===== config.mk =====
export PLATFORM = sky130hd
export DESIGN_NAME = vsb_modem_fir_chain
export DESIGN_NICKNAME = d
export VERILOG_FILES = /design/src/rtl/vsbm_pkg.sv /design/src/rtl/vsbm_ram.sv /design/src/rtl/vsb_modem_fir_chain.sv
export SDC_FILE = /design/constraint.sdc
export NUM_CORES = 2
export LEC_CHECK = 0
export BUFFER_PORTS_ARGS = -buffer_cell sky130_fd_sc_hd__buf_4
export CAP_MARGIN = 20
export CORE_MARGIN = 2
export CORE_UTILIZATION = 45
export CTS_CLUSTER_SIZE = 24
export DETAILED_ROUTE_END_ITERATION = 16
export REMOVE_ABC_BUFFERS = 1
export SLEW_MARGIN = 0
export SYNTH_ARGS = -nofsm -noshare
export SYNTH_HDL_FRONTEND = slang
export SYNTH_SLANG_ARGS = --single-unit

===== constraint.sdc =====
create_clock -name clk -period 10.5 [get_ports clk]
set_input_delay 2.625 -clock clk [delete_from_list [all_inputs] [get_ports clk]]
set_output_delay 2.625 -clock clk [all_outputs]
set_load 0.005 [all_outputs]

===== src/rtl/vsbm_pkg.sv =====
// ============================================================================
// vsbm_pkg
// Shared types, constants, filter coefficients and saturation helpers for
// the VSB modulator / demodulator filter chain.
// ============================================================================
`default_nettype none

package vsbm_pkg;

  // Sample and arithmetic widths
  localparam int DATA_W     = 16;
  localparam int MUL_W      = DATA_W + 1;          // signed operand, room for unsigned gain
  localparam int PROD_W     = 2 * MUL_W;
  localparam int ACC_W      = 40;                  // 128 products of 31 bits plus sign
  localparam int COEF_IDX_W = 7;                   // coefficient slots: 128
  localparam int PTR_W      = COEF_IDX_W + 1;      // room for head + depth

  // Default configuration
  localparam int BANDPASS_TAPS_DEF = 49;
  localparam int LOWPASS_TAPS_DEF  = 97;
  localparam logic [DATA_W-1:0] GAIN_RESET = 16'd22938;   // 2.8 in Q13

  // Configuration register map (word index taken from paddr[2])
  localparam int CFG_ADDR_W = 3;
  localparam logic REG_OUTPUT_GAIN = 1'b0;

  // Fractional shifts
  localparam int Q15_SHIFT = 15;
  localparam int Q13_SHIFT = 13;

  localparam int BP_COEF_LEN = 49;
  localparam int LP_COEF_LEN = 97;
  localparam int BP_IDX_W    = $clog2(BP_COEF_LEN);
  localparam int LP_IDX_W    = $clog2(LP_COEF_LEN);

  localparam logic signed [DATA_W-1:0] BP_COEF [BP_COEF_LEN] = '{
       16'sd56,    -16'sd46,   -16'sd39,   -16'sd39,   -16'sd82,    16'sd85,
      16'sd311,      16'sd7,  -16'sd590,  -16'sd308,   16'sd793,   16'sd816,
     -16'sd773,  -16'sd1442,   16'sd419,  16'sd2005,   16'sd282, -16'sd2297,
    -16'sd1219,   16'sd2156,  16'sd2169, -16'sd1540, -16'sd2880,   16'sd560,
     16'sd3142,    16'sd560, -16'sd2880, -16'sd1540,  16'sd2169,  16'sd2156,
    -16'sd1219,  -16'sd2297,   16'sd282,  16'sd2005,   16'sd419, -16'sd1442,
     -16'sd773,    16'sd816,   16'sd793,  -16'sd308,  -16'sd590,     16'sd7,
      16'sd311,     16'sd85,   -16'sd82,   -16'sd39,   -16'sd39,   -16'sd46,
       16'sd56
  };

  localparam logic signed [DATA_W-1:0] LP_COEF [LP_COEF_LEN] = '{
        16'sd0,      16'sd3,      16'sd7,     16'sd10,     16'sd16,     16'sd20,
       16'sd26,     16'sd33,     16'sd36,     16'sd43,     16'sd46,     16'sd46,
       16'sd43,     16'sd39,     16'sd29,     16'sd16,      16'sd0,    -16'sd23,
      -16'sd49,    -16'sd79,   -16'sd111,   -16'sd144,   -16'sd177,   -16'sd210,
     -16'sd233,   -16'sd252,   -16'sd262,   -16'sd259,   -16'sd242,   -16'sd210,
     -16'sd157,    -16'sd88,      16'sd0,    16'sd108,    16'sd233,    16'sd377,
      16'sd531,    16'sd698,    16'sd872,   16'sd1045,   16'sd1222,   16'sd1389,
     16'sd1547,   16'sd1688,   16'sd1812,   16'sd1910,   16'sd1986,   16'sd2028,
     16'sd2045,   16'sd2028,   16'sd1986,   16'sd1910,   16'sd1812,   16'sd1688,
     16'sd1547,   16'sd1389,   16'sd1222,   16'sd1045,    16'sd872,    16'sd698,
      16'sd531,    16'sd377,    16'sd233,    16'sd108,      16'sd0,    -16'sd88,
     -16'sd157,   -16'sd210,   -16'sd242,   -16'sd259,   -16'sd262,   -16'sd252,
     -16'sd233,   -16'sd210,   -16'sd177,   -16'sd144,   -16'sd111,    -16'sd79,
      -16'sd49,    -16'sd23,      16'sd0,     16'sd16,     16'sd29,     16'sd39,
       16'sd43,     16'sd46,     16'sd46,     16'sd43,     16'sd36,     16'sd33,
       16'sd26,     16'sd20,     16'sd16,     16'sd10,      16'sd7,      16'sd3,
        16'sd0
  };

  localparam logic signed [ACC_W-1:0] SAT_MAX = ACC_W'(32767);
  localparam logic signed [ACC_W-1:0] SAT_MIN = ACC_W'(-32768);

  // Slots past the end of a coefficient list read as zero.
  function automatic logic signed [DATA_W-1:0] bp_coef_f(input logic [COEF_IDX_W-1:0] idx);
    logic signed [DATA_W-1:0] c;
    c = '0;
    if (idx < COEF_IDX_W'(BP_COEF_LEN)) c = BP_COEF[idx[BP_IDX_W-1:0]];
    return c;
  endfunction

  function automatic logic signed [DATA_W-1:0] lp_coef_f(input logic [COEF_IDX_W-1:0] idx);
    logic signed [DATA_W-1:0] c;
    c = '0;
    if (idx < COEF_IDX_W'(LP_COEF_LEN)) c = LP_COEF[idx[LP_IDX_W-1:0]];
    return c;
  endfunction

  function automatic logic signed [DATA_W-1:0] sat16_f(input logic signed [ACC_W-1:0] v);
    logic signed [DATA_W-1:0] r;
    if (v > SAT_MAX) begin
      r = 16'sh7fff;
    end else if (v < SAT_MIN) begin
      r = -16'sh8000;
    end else begin
      r = v[DATA_W-1:0];
    end
    return r;
  endfunction

endpackage

`default_nettype wire


===== src/rtl/vsbm_ram.sv =====
// ============================================================================
// vsbm_ram
// Generic single-clock RAM with one write port and one registered read port.
// ============================================================================
`default_nettype none

module vsbm_ram
  import vsbm_pkg::*;
#(
  parameter int WIDTH = DATA_W,
  parameter int DEPTH = BANDPASS_TAPS_DEF - 1,
  localparam int AW   = (DEPTH > 1) ? $clog2(DEPTH) : 1
) (
  input  logic             clk,
  input  logic             we,
  input  logic [AW-1:0]    waddr,
  input  logic [WIDTH-1:0] wdata,
  input  logic [AW-1:0]    raddr,
  output logic [WIDTH-1:0] rdata
);

  logic [WIDTH-1:0] mem_r [DEPTH];
  logic [WIDTH-1:0] rdata_r;

  always_ff @(posedge clk) begin
    if (we) begin
      mem_r[waddr] <= wdata;
    end
    rdata_r <= mem_r[raddr];
  end

  assign rdata = rdata_r;

endmodule

`default_nettype wire


===== src/rtl/vsb_modem_fir_chain.sv =====
// Flow: an input beat is taken only in the idle state, so a new item is not accepted until the
//   previous result has been handed to the output register; the single multiply-accumulate unit
//   walks both delay-line memories one tap a cycle.
// Reset: synchronous, active low. Afterwards both delay lines are cleared to zero
//   with in_tready low; gain returns to 2.8.
// ============================================================================
// vsb_modem_fir_chain
// Q15 DSB mixer, band-pass VSB shaping FIR, coherent remixer, low-pass FIR
// and Q13 output gain, all sharing one multiplier and two history memories.
// ============================================================================
`default_nettype none

module vsb_modem_fir_chain
  import vsbm_pkg::*;
#(
  parameter int BANDPASS_TAPS = BANDPASS_TAPS_DEF,
  parameter int LOWPASS_TAPS  = LOWPASS_TAPS_DEF
) (
  input  logic                  clk,
  input  logic                  rst_n,
  // Input stream
  input  logic                  in_tvalid,
  output logic                  in_tready,
  input  logic [31:0]           in_tdata,    // [15:0] message_sample, [31:16] carrier_sample
  // Result stream
  output logic                  out_tvalid,
  input  logic                  out_tready,
  output logic [31:0]           out_tdata,   // [15:0] vsb_sample, [31:16] demod_sample
  // Configuration port
  input  logic                  cfg_psel,
  input  logic                  cfg_penable,
  input  logic                  cfg_pwrite,
  input  logic [CFG_ADDR_W-1:0] cfg_paddr,
  input  logic [31:0]           cfg_pwdata,
  output logic [31:0]           cfg_prdata,
  output logic                  cfg_pready
);

  localparam int BP_DEPTH = BANDPASS_TAPS - 1;
  localparam int LP_DEPTH = LOWPASS_TAPS - 1;
  localparam int BP_AW    = (BP_DEPTH > 1) ? $clog2(BP_DEPTH) : 1;
  localparam int LP_AW    = (LP_DEPTH > 1) ? $clog2(LP_DEPTH) : 1;
  localparam int CLR_LEN  = (BP_DEPTH > LP_DEPTH) ? BP_DEPTH : LP_DEPTH;

  localparam logic [COEF_IDX_W-1:0] BP_LAST  = COEF_IDX_W'(BANDPASS_TAPS - 1);
  localparam logic [COEF_IDX_W-1:0] LP_LAST  = COEF_IDX_W'(LOWPASS_TAPS - 1);
  localparam logic [COEF_IDX_W-1:0] CLR_LAST = COEF_IDX_W'(CLR_LEN - 1);

  typedef enum logic [8:0] {
    S_CLEAR = 9'b000000001,
    S_IDLE  = 9'b000000010,
    S_MIX   = 9'b000000100,
    S_LOAD  = 9'b000001000,
    S_MAC   = 9'b000010000,
    S_DRAIN = 9'b000100000,
    S_SUM   = 9'b001000000,
    S_GAIN  = 9'b010000000,
    S_SCALE = 9'b100000000
  } state_t;

  state_t                  state_r, state_nxt;
  logic                    lp_stage_r;
  logic [COEF_IDX_W-1:0]   tap_cnt_r;
  logic [COEF_IDX_W-1:0]   clr_cnt_r;
  logic [BP_AW-1:0]        bp_head_r;
  logic [LP_AW-1:0]        lp_head_r;
  logic                    mac_vld_r;
  logic                    out_tvalid_r;
  logic [31:0]             out_tdata_r;
  logic [DATA_W-1:0]       gain_r;

  logic signed [DATA_W-1:0] msg_r, car_r, x_r, vsb_r, lp_r;
  logic signed [PROD_W-1:0] prod_r;
  logic signed [ACC_W-1:0]  acc_r;

  logic signed [MUL_W-1:0]  mul_a, mul_b;
  logic signed [PROD_W-1:0] prod_nxt;
  logic signed [ACC_W-1:0]  prod_ext;
  logic signed [DATA_W-1:0] coef;
  logic signed [DATA_W-1:0] hist_rd;
  logic signed [DATA_W-1:0] mix_val, fir_val, scale_val;
  logic                     prod_en;
  logic                     in_beat, out_free, cfg_wr;
  logic [COEF_IDX_W-1:0]    tap_last;

  logic [PTR_W-1:0]         head_w, depth_w, cnt_w, rd_w;
  logic [BP_AW-1:0]         bp_next;
  logic [LP_AW-1:0]         lp_next;
  logic                     clearing;
  logic                     bp_we, lp_we;
  logic [BP_AW-1:0]         bp_waddr;
  logic [LP_AW-1:0]         lp_waddr;
  logic [DATA_W-1:0]        bp_wdata, lp_wdata, bp_rdata, lp_rdata;

  assign in_tready  = (state_r == S_IDLE);
  assign in_beat    = in_tvalid & in_tready;
  assign out_free   = !out_tvalid_r || out_tready;
  assign out_tvalid = out_tvalid_r;
  assign out_tdata  = out_tdata_r;
  assign tap_last   = lp_stage_r ? LP_LAST : BP_LAST;

  // --------------------------------------------------------------------------
  // Configuration
  // --------------------------------------------------------------------------
  assign cfg_pready = 1'b1;
  assign cfg_wr     = cfg_psel & cfg_penable & cfg_pwrite & cfg_pready &
                      (cfg_paddr[2] == REG_OUTPUT_GAIN);
  assign cfg_prdata = (cfg_paddr[2] == REG_OUTPUT_GAIN) ? {16'b0, gain_r} : 32'b0;

  always_ff @(posedge clk) begin
    if (!rst_n) begin
      gain_r <= GAIN_RESET;
    end else if (cfg_wr) begin
      gain_r <= cfg_pwdata[DATA_W-1:0];
    end
  end

  // --------------------------------------------------------------------------
  // History memories: circular buffers, the head holds the newest sample
  // --------------------------------------------------------------------------
  assign clearing = (state_r == S_CLEAR);
  assign bp_next  = (bp_head_r == BP_AW'(BP_DEPTH - 1)) ? '0 : bp_head_r + 1'b1;
  assign lp_next  = (lp_head_r == LP_AW'(LP_DEPTH - 1)) ? '0 : lp_head_r + 1'b1;

  // Tap k (k >= 1) of the history sits k - 1 entries behind the head.
  assign head_w  = lp_stage_r ? PTR_W'(lp_head_r) : PTR_W'(bp_head_r);
  assign depth_w = lp_stage_r ? PTR_W'(LP_DEPTH) : PTR_W'(BP_DEPTH);
  assign cnt_w   = PTR_W'(tap_cnt_r);
  assign rd_w    = (cnt_w > head_w) ? head_w + depth_w - cnt_w : head_w - cnt_w;

  // The new sample overwrites the oldest entry once all taps have been read.
  assign bp_we    = (clearing && (clr_cnt_r < COEF_IDX_W'(BP_DEPTH))) ||
                    ((state_r == S_SUM) && !lp_stage_r);
  assign lp_we    = (clearing && (clr_cnt_r < COEF_IDX_W'(LP_DEPTH))) ||
                    ((state_r == S_SUM) && lp_stage_r);
  assign bp_waddr = clearing ? clr_cnt_r[BP_AW-1:0] : bp_next;
  assign lp_waddr = clearing ? clr_cnt_r[LP_AW-1:0] : lp_next;
  assign bp_wdata = clearing ? '0 : x_r;
  assign lp_wdata = clearing ? '0 : x_r;

  vsbm_ram #(
    .WIDTH (DATA_W),
    .DEPTH (BP_DEPTH)
  ) u_bp_hist (
    .clk   (clk),
    .we    (bp_we),
    .waddr (bp_waddr),
    .wdata (bp_wdata),
    .raddr (rd_w[BP_AW-1:0]),
    .rdata (bp_rdata)
  );

  vsbm_ram #(
    .WIDTH (DATA_W),
    .DEPTH (LP_DEPTH)
  ) u_lp_hist (
    .clk   (clk),
    .we    (lp_we),
    .waddr (lp_waddr),
    .wdata (lp_wdata),
    .raddr (rd_w[LP_AW-1:0]),
    .rdata (lp_rdata)
  );

  // --------------------------------------------------------------------------
  // Shared multiplier
  // --------------------------------------------------------------------------
  assign coef    = lp_stage_r ? lp_coef_f(tap_cnt_r) : bp_coef_f(tap_cnt_r);
  assign hist_rd = lp_stage_r ? lp_rdata : bp_rdata;

  always_comb begin
    mul_a   = MUL_W'(x_r);
    mul_b   = MUL_W'(coef);
    prod_en = 1'b0;
    case (state_r)
      S_MIX: begin
        mul_a   = lp_stage_r ? MUL_W'(vsb_r) : MUL_W'(msg_r);
        mul_b   = MUL_W'(car_r);
        prod_en = 1'b1;
      end
      S_MAC: begin
        // Tap zero is the incoming sample; later taps come from memory.
        mul_a   = (tap_cnt_r == '0) ? MUL_W'(x_r) : MUL_W'(hist_rd);
        mul_b   = MUL_W'(coef);
        prod_en = 1'b1;
      end
      S_GAIN: begin
        mul_a   = MUL_W'(lp_r);
        mul_b   = {1'b0, gain_r};
        prod_en = 1'b1;
      end
      default: begin
        prod_en = 1'b0;
      end
    endcase
  end

  assign prod_nxt  = mul_a * mul_b;
  assign prod_ext  = ACC_W'(prod_r);
  assign mix_val   = sat16_f(prod_ext >>> Q15_SHIFT);
  assign fir_val   = sat16_f(acc_r >>> Q15_SHIFT);
  assign scale_val = sat16_f(prod_ext >>> Q13_SHIFT);

  // --------------------------------------------------------------------------
  // Sequencer
  // --------------------------------------------------------------------------
  always_comb begin
    state_nxt = state_r;
    case (state_r)
      S_CLEAR: if (clr_cnt_r == CLR_LAST) state_nxt = S_IDLE;
      S_IDLE:  if (in_beat) state_nxt = S_MIX;
      S_MIX:   state_nxt = S_LOAD;
      S_LOAD:  state_nxt = S_MAC;
      S_MAC:   if (tap_cnt_r == tap_last) state_nxt = S_DRAIN;
      S_DRAIN: state_nxt = S_SUM;
      S_SUM:   state_nxt = lp_stage_r ? S_GAIN : S_MIX;
      S_GAIN:  state_nxt = S_SCALE;
      S_SCALE: if (out_free) state_nxt = S_IDLE;
      default: state_nxt = S_CLEAR;
    endcase
  end

  always_ff @(posedge clk) begin
    if (!rst_n) begin
      state_r      <= S_CLEAR;
      lp_stage_r   <= 1'b0;
      tap_cnt_r    <= '0;
      clr_cnt_r    <= '0;
      bp_head_r    <= '0;
      lp_head_r    <= '0;
      mac_vld_r    <= 1'b0;
      out_tvalid_r <= 1'b0;
    end else begin
      state_r   <= state_nxt;
      mac_vld_r <= (state_r == S_MAC);
      if (clearing) begin
        clr_cnt_r <= clr_cnt_r + 1'b1;
      end
      if (in_beat) begin
        lp_stage_r <= 1'b0;
      end
      if (state_r == S_LOAD) begin
        tap_cnt_r <= '0;
      end else if (state_r == S_MAC) begin
        tap_cnt_r <= tap_cnt_r + 1'b1;
      end
      if (state_r == S_SUM) begin
        lp_stage_r <= 1'b1;
        if (lp_stage_r) begin
          lp_head_r <= lp_next;
        end else begin
          bp_head_r <= bp_next;
        end
      end
      if ((state_r == S_SCALE) && out_free) begin
        out_tvalid_r <= 1'b1;
      end else if (out_tready) begin
        out_tvalid_r <= 1'b0;
      end
    end
  end

  // Datapath registers
  always_ff @(posedge clk) begin
    if (in_beat) begin
      msg_r <= in_tdata[15:0];
      car_r <= in_tdata[31:16];
    end
    if (prod_en) begin
      prod_r <= prod_nxt;
    end
    if (state_r == S_LOAD) begin
      x_r   <= mix_val;
      acc_r <= '0;
    end else if (mac_vld_r) begin
      acc_r <= acc_r + prod_ext;
    end
    if (state_r == S_SUM) begin
      if (lp_stage_r) begin
        lp_r <= fir_val;
      end else begin
        vsb_r <= fir_val;
      end
    end
    if ((state_r == S_SCALE) && out_free) begin
      out_tdata_r <= {scale_val, vsb_r};
    end
  end

`ifndef NO_ASSERTIONS
  a_tap_in_range: assert property (@(posedge clk) disable iff (!rst_n)
    (state_r == S_MAC) |-> (tap_cnt_r <= tap_last))
    else $error("tap counter ran past the last tap");

  a_head_in_range: assert property (@(posedge clk) disable iff (!rst_n)
    (bp_head_r <= BP_AW'(BP_DEPTH - 1)) && (lp_head_r <= LP_AW'(LP_DEPTH - 1)))
    else $error("history head pointer outside its memory");

  a_result_from_scale: assert property (@(posedge clk) disable iff (!rst_n)
    $rose(out_tvalid_r) |-> $past(state_r == S_SCALE))
    else $error("result beat raised outside the scaling step");

  a_write_window: assert property (@(posedge clk) disable iff (!rst_n)
    (bp_we || lp_we) |-> (state_r == S_CLEAR || state_r == S_SUM))
    else $error("history memory written while taps are being read");
`endif

endmodule

`default_nettype wire

Word-level counts from Yosys, hierarchy flattened. Memory sizes are Yosys's and may differ from the RTL's. A register that Yosys moved wholly into a read port is not among the register bits. Index checks and enable logic that the tools add are counted.

Word-level logic and storage cells: 129. Output and inout bits: 67. Bits of input ports: 74. ROM bits: 3072. Memory bits (writable): 2304. Flip-flop bits (word level): 241. Memories: 4.

Multiply operators: 1. Add/subtract/negate cells: 8. $lt $le $gt $ge: 13. Muxes and demuxes: 41. Equal/unequal tests: 17. Reduce and logical (&&, ||, !) cells: 18. Bitwise gates (word level): 9.

Memories: (name not given) (words 128, width 16, read ports 1, clocked after Yosys merged registers in 0, write ports 0, line vsbm_pkg.sv:82) `if (idx < COEF_IDX_W'(LP_COEF_LEN)) c = LP_COEF[idx[LP_IDX_W-1:0]];`; u_lp_hist.mem_r (words 96, width 16, read ports 1, clocked after Yosys merged registers in 1, write ports 1, line vsbm_ram.sv:22) `logic [WIDTH-1:0] mem_r [DEPTH];`; (name not given) (words 64, width 16, read ports 1, clocked after Yosys merged registers in 0, write ports 0, line vsbm_pkg.sv:75) `if (idx < COEF_IDX_W'(BP_COEF_LEN)) c = BP_COEF[idx[BP_IDX_W-1:0]];`; u_bp_hist.mem_r (words 48, width 16, read ports 1, clocked after Yosys merged registers in 1, write ports 1, line vsbm_ram.sv:22).

Operator list (number): $mux 16 (14); $pmux 9 s9 (1); $pmux 17 s3 (1); $mux 7 (6); $add 40x34->40 (1); $mux 9 (4); $mul 17x17->34 (1); $mux 17 (2); $pmux 17 s2 (1); $gt 25x16->1 const B (1); $lt 25x16->1 const B (1); $add 7x1->7 const B (3); $gt 21x16->1 const B (1); $lt 21x16->1 const B (1); $gt 19x16->1 const B (1); $lt 19x16->1 const B (1); $eq 7x7->1 const B (2); $lt 7x6->1 const B (2); $lt 7x7->1 const B (2); $sub 7x7->7 (2); $mux 6 (2); $eq 9x1->1 const B (1); $eq 9x2->1 const B (1); $eq 9x3->1 const B (1); 30 further kinds (54).

Longest topological paths before layout.
Word-level depth: 8. Mapped depth: 36. Mapped depth without buffers: 33.

Cells and area by module. Synthesis repeated with hierarchy kept, for this count alone.

Cells, all modules: 6993. Area total of the unflattened synthesis: 115736.0 um^2.

By module, submodules not included: vsbm_ram (u_lp_hist) (sequential area each 46444.5 um^2, cells an instance 2614, area each 59244.3 um^2, instances 1); vsbm_ram (u_bp_hist) (sequential area each 23382.4 um^2, cells an instance 1499, area each 30300.3 um^2, instances 1); vsb_modem_fir_chain (sequential area each 6286.0 um^2, cells an instance 2880, area each 26191.4 um^2, instances 1).

Worst setup path after synthesis. Ideal clock, no wire load.

Path kind: reg-to-reg. Start point: register tap_cnt_r[2]. End point: register prod_r[32], data pin. Required time: 10.229 ns. Arrival: 8.478 ns. Cell stages (with the launch flop): 32. Period minus slack after synthesis: 8.749 ns. Buffers on the path: 4. Library setup time: 0.271 ns. Slack: 1.751 ns. Cells stage by stage: dfxtp_1 buf_2 inv_1 clkbuf_1 clkbuf_1 ha_1 nand2_1 and3_1 o21ai_0 nor3_1 o21ai_0 a21oi_1 a221oi_2 buf_2 nor2_1 fa_1 inv_1 fa_1 fa_1 inv_1 fa_1 fa_1 fa_1 ha_1 a211o_1 a221oi_1 a21boi_0 a2bb2oi_1 o221a_2 o31ai_1 mux2i_1 o2111ai_1.

Word-level cells in the longest chain between the ends: 8. Elaborated cells on any way between the ends: 18. Those cells by class: 1 x mul; 2 x order compare; 10 x mux; 2 x bitwise; 1 x reduce/logical; 2 x memory.

Ends and longest elaborated chain: start: declaration (line vsb_modem_fir_chain.sv:63) `logic [COEF_IDX_W-1:0] tap_cnt_r;`; start signal: assignment (line vsb_modem_fir_chain.sv:245) `tap_cnt_r <= tap_cnt_r + 1'b1;`; $not 7->8 (implied by the code) or $not 6->7 (tied branches) (line vsbm_pkg.sv:82, vsbm_pkg.sv:75); $mem_v2 128x16 or $mem_v2 64x16 (tied branches); $mux 16, on equally long branches (3 in a row) (line vsbm_pkg.sv:82, vsbm_pkg.sv:75); $mux 16 (line vsb_modem_fir_chain.sv:168) `assign coef = lp_stage_r ? lp_coef_f(tap_cnt_r) : bp_coef_f(tap_cnt_r);`; $pmux 17 s2 (line vsb_modem_fir_chain.sv:175) `case (state_r)`; $mul 17x17->34 (*) (line vsb_modem_fir_chain.sv:198) `assign prod_nxt = mul_a * mul_b;`; net prod_nxt[32] (line vsb_modem_fir_chain.sv:77) `logic signed [PROD_W-1:0] prod_nxt;`; end signal: assignment (line vsb_modem_fir_chain.sv:270) `prod_r <= prod_nxt;`; end: declaration (line vsb_modem_fir_chain.sv:73) `logic signed [PROD_W-1:0] prod_r;`.

Mark *: on every way through the listed nets, which the timed path passes. The rest lies on a longest branch. The select of a mux whose other input is x is not followed. A chain may end at the register's enable or synchronous reset.

Worst setup path in the final report.
Start point: register tap_cnt_r[3]. End point: register prod_r[33], data pin.

Same word-level chain as after synthesis.

==> metrics <==
run status complete, no violations; # IOs 141; Pleak 45.6 nW; Setup-failing EPs final 0; hold_buf cts 0; vias in the first global route 64900; CTS sink count 2577; GRT overflow 0; FP Rows 186; DRC viols 0; Clock transition at path regs 60 ps; Final min period 9750 ps; Seq cells post-synth 2577; Via Count 63959; Tot GR Track Use 23.1%; Tcrit/Tclk final 92.8%; DIE WIDTH 511 um; slew margin rel. 16.0%; hpwl dp 189000 um; final hold violations 0; Max Root-Sink Buffers 4; CTS root buf clkbuf_16; most common cell after layout, fill and taps aside edfxtp_1; CP Capture Type flop; final hold slack 457 ps; initial DRC count 6669; Buf+Inv Stages, Crit Path 4; PwrDens 240 nW/um2; clk_lat worst skew 960 ps; sequential share of the synthesized area 65.7%; final core occ 50.8%; post-placement cell area 121000 um2; first-pass GRT wire length 443000 um; CP Max Fanout 20; Final Wtd Congestion 0.909; share of layout cells above drive strength 1 19.8%; vias per cell 5.88; Critical Path Start tap_cnt_r[3]$_SDFFE_PP0P_; unrepaired setup endpoints after global routing no; most used cell, CP fa_1; EDFF count, synth 2450; HP Start vsb_r[3]$_DFFE_PP_; WL final 303000 um; Hold Path Class reg -> reg; initial antenna violation count 9; Largest delay share family, worst path adder cells; Die Y 511 um; CP startpoint kind flop; max incr delay on CP 820 ps; async set or reset register ratio after synthesis 0%; Clock Skew 94.4 ps; mapped cell area 116000 um2; Antenna Nets Post-Route 0; nets 7810; Worst Path Arrival 10420 ps; TritonCTS Buffers 288; H-tree levels 5; setup TNS 0 ps; total power draw 31.3 mW; post_cts resized 0; Reg-to-Reg Start tap_cnt_r[3]$_SDFFE_PP0P_; Critical-path top delay cell o21ai_0; Crit Path Category reg -> reg; critical path required time 11180 ps; Min-Delay Path Depth 0; yosys warns 0; maxcap violations 0; reg2reg setup slack 750 ps; Synth Instances 7006; Reg2Reg Depth 26; maximum VDD drop 0.212 mV; die area 261000 um2; IO Port Bufs 105; area delta synth->final 12.5%; Most used DFF post-synth edfxtp_1; highest clock rate 103 MHz; Mean Syn Cell Area 16.5 um2; most frequent cells in the layout 2450 x edfxtp_1, 578 x mux4_2, 543 x nand2_1, 469 x nor2_1, 360 x buf_4; Setup Fix Bufs, Post-CTS 0; Synth cell types 92; core area 256000 um2; largest net degree at the start of global routing 133; max-slew violation count 0; Finished Cell Area 130000 um2; DR pass1 iterations 5; CTS tree built; starting density of the core 45.1%; Levels on crit path 26; Worst-Margin Slew 1260 ps; Avg WL per Cell 27.8 um
## final timing paths
path | endpoint
setup / recovery | prod_r[33]$_DFFE_PP_
hold / removal | out_tdata[3]$_DFFE_PP_
setup reg to reg | prod_r[33]$_DFFE_PP_
hold reg to reg | out_tdata[3]$_DFFE_PP_
## kinds of logic after synthesis
kind of cell / synth area share (%)
mux: 13.0
simple gates: 5.58
other cells: 0.00649
xor+xnor: 0.658
fa+ha+maj: 6.77
flops: 65.7
compound gates: 5.48
buf+inv: 2.82
## cell usage after synthesis, types with 38 or more instances
cell type | instances | area [um2]
xnor2_1 | 55 | 482
buf_1 | 38 | 143
o22ai_1 | 38 | 238
nand2_1 | 543 | 2040
dfxtp_1 | 127 | 2540
mux2_2 | 49 | 552
a31oi_1 | 114 | 713
nor2b_1 | 59 | 369
a21oi_1 | 164 | 821
nor2_1 | 473 | 1780
clkbuf_1 | 182 | 683
and2_1 | 96 | 601
buf_2 | 134 | 671
a211oi_1 | 135 | 1010
buf_4 | 43 | 323
mux4_2 | 578 | 13000
o21ai_0 | 105 | 526
a21o_1 | 82 | 616
ha_1 | 159 | 1990
mux2i_1 | 142 | 1420
fa_1 | 292 | 5850
edfxtp_1 | 2450 | 73600
inv_1 | 357 | 1340
nand3_1 | 71 | 355
## flip-flops by register name, indices dropped and copies added, names as in the netlist
register and cells:
msg_r 16, x_r 16, out_tdata 32, gain_r 16
car_r 16, state_r 9, vsb_r 16, u_bp_hist.mem_r 768
out_tvalid 1, u_lp_hist.rdata 16, lp_stage_r 1, tap_cnt_r 7
bp_head_r 6, prod_r 34, clr_cnt_r 7, lp_head_r 7
mac_vld_r 1, u_bp_hist.rdata 16, acc_r 40, lp_r 16
u_lp_hist.mem_r 1536
## routing by layer
metal  share of wire, %  vias up  routed length, um  global-route usage [%]
li1                   -    27514                  -                       -
met5             0.0069        -                 21                       0
met1                 42    33643             127000                    32.0
met3                6.8      474              20700                    3.84
met2                 48     2324             147000                    37.6
met4                2.9        4               8930                    6.72
## power by group
group | internal (mW) | leakage [nW] | switching, mW
clock | 5.55 | 4.29 | 3.92
sequential | 13.3 | 23.6 | 0.207
combinational | 2.58 | 17.8 | 5.68
total | 21.5 | 45.6 | 9.81
## area by class of cell
| cell class | instances | area [um2] |
|---|---|---|
| Clock buffer | 368 | 7720 |
| Timing Repair Buffer | 380 | 3100 |
| Fill cell | 20948 | 126000 |
| Inverter | 359 | 1350 |
| Sequential cell | 2577 | 76100 |
| Antenna cell | 5 | 12.5 |
| Multi-Input combinational cell | 3679 | 36600 |
| Clock inverter | 128 | 1060 |
| Tap cell | 3384 | 4230 |
## per-stage QoR
step | worst slack, ps | cells
4_1_cts | 943 | 10866
6_report | 754 | 10880
3_3_place_gp | 995 | 10369
3_5_place_dp | 981 | 10370
5_1_grt | 147 | 10876
2_1_floorplan | -15360 | 6615
Note: power is estimated with default switching activity, not from simulation.
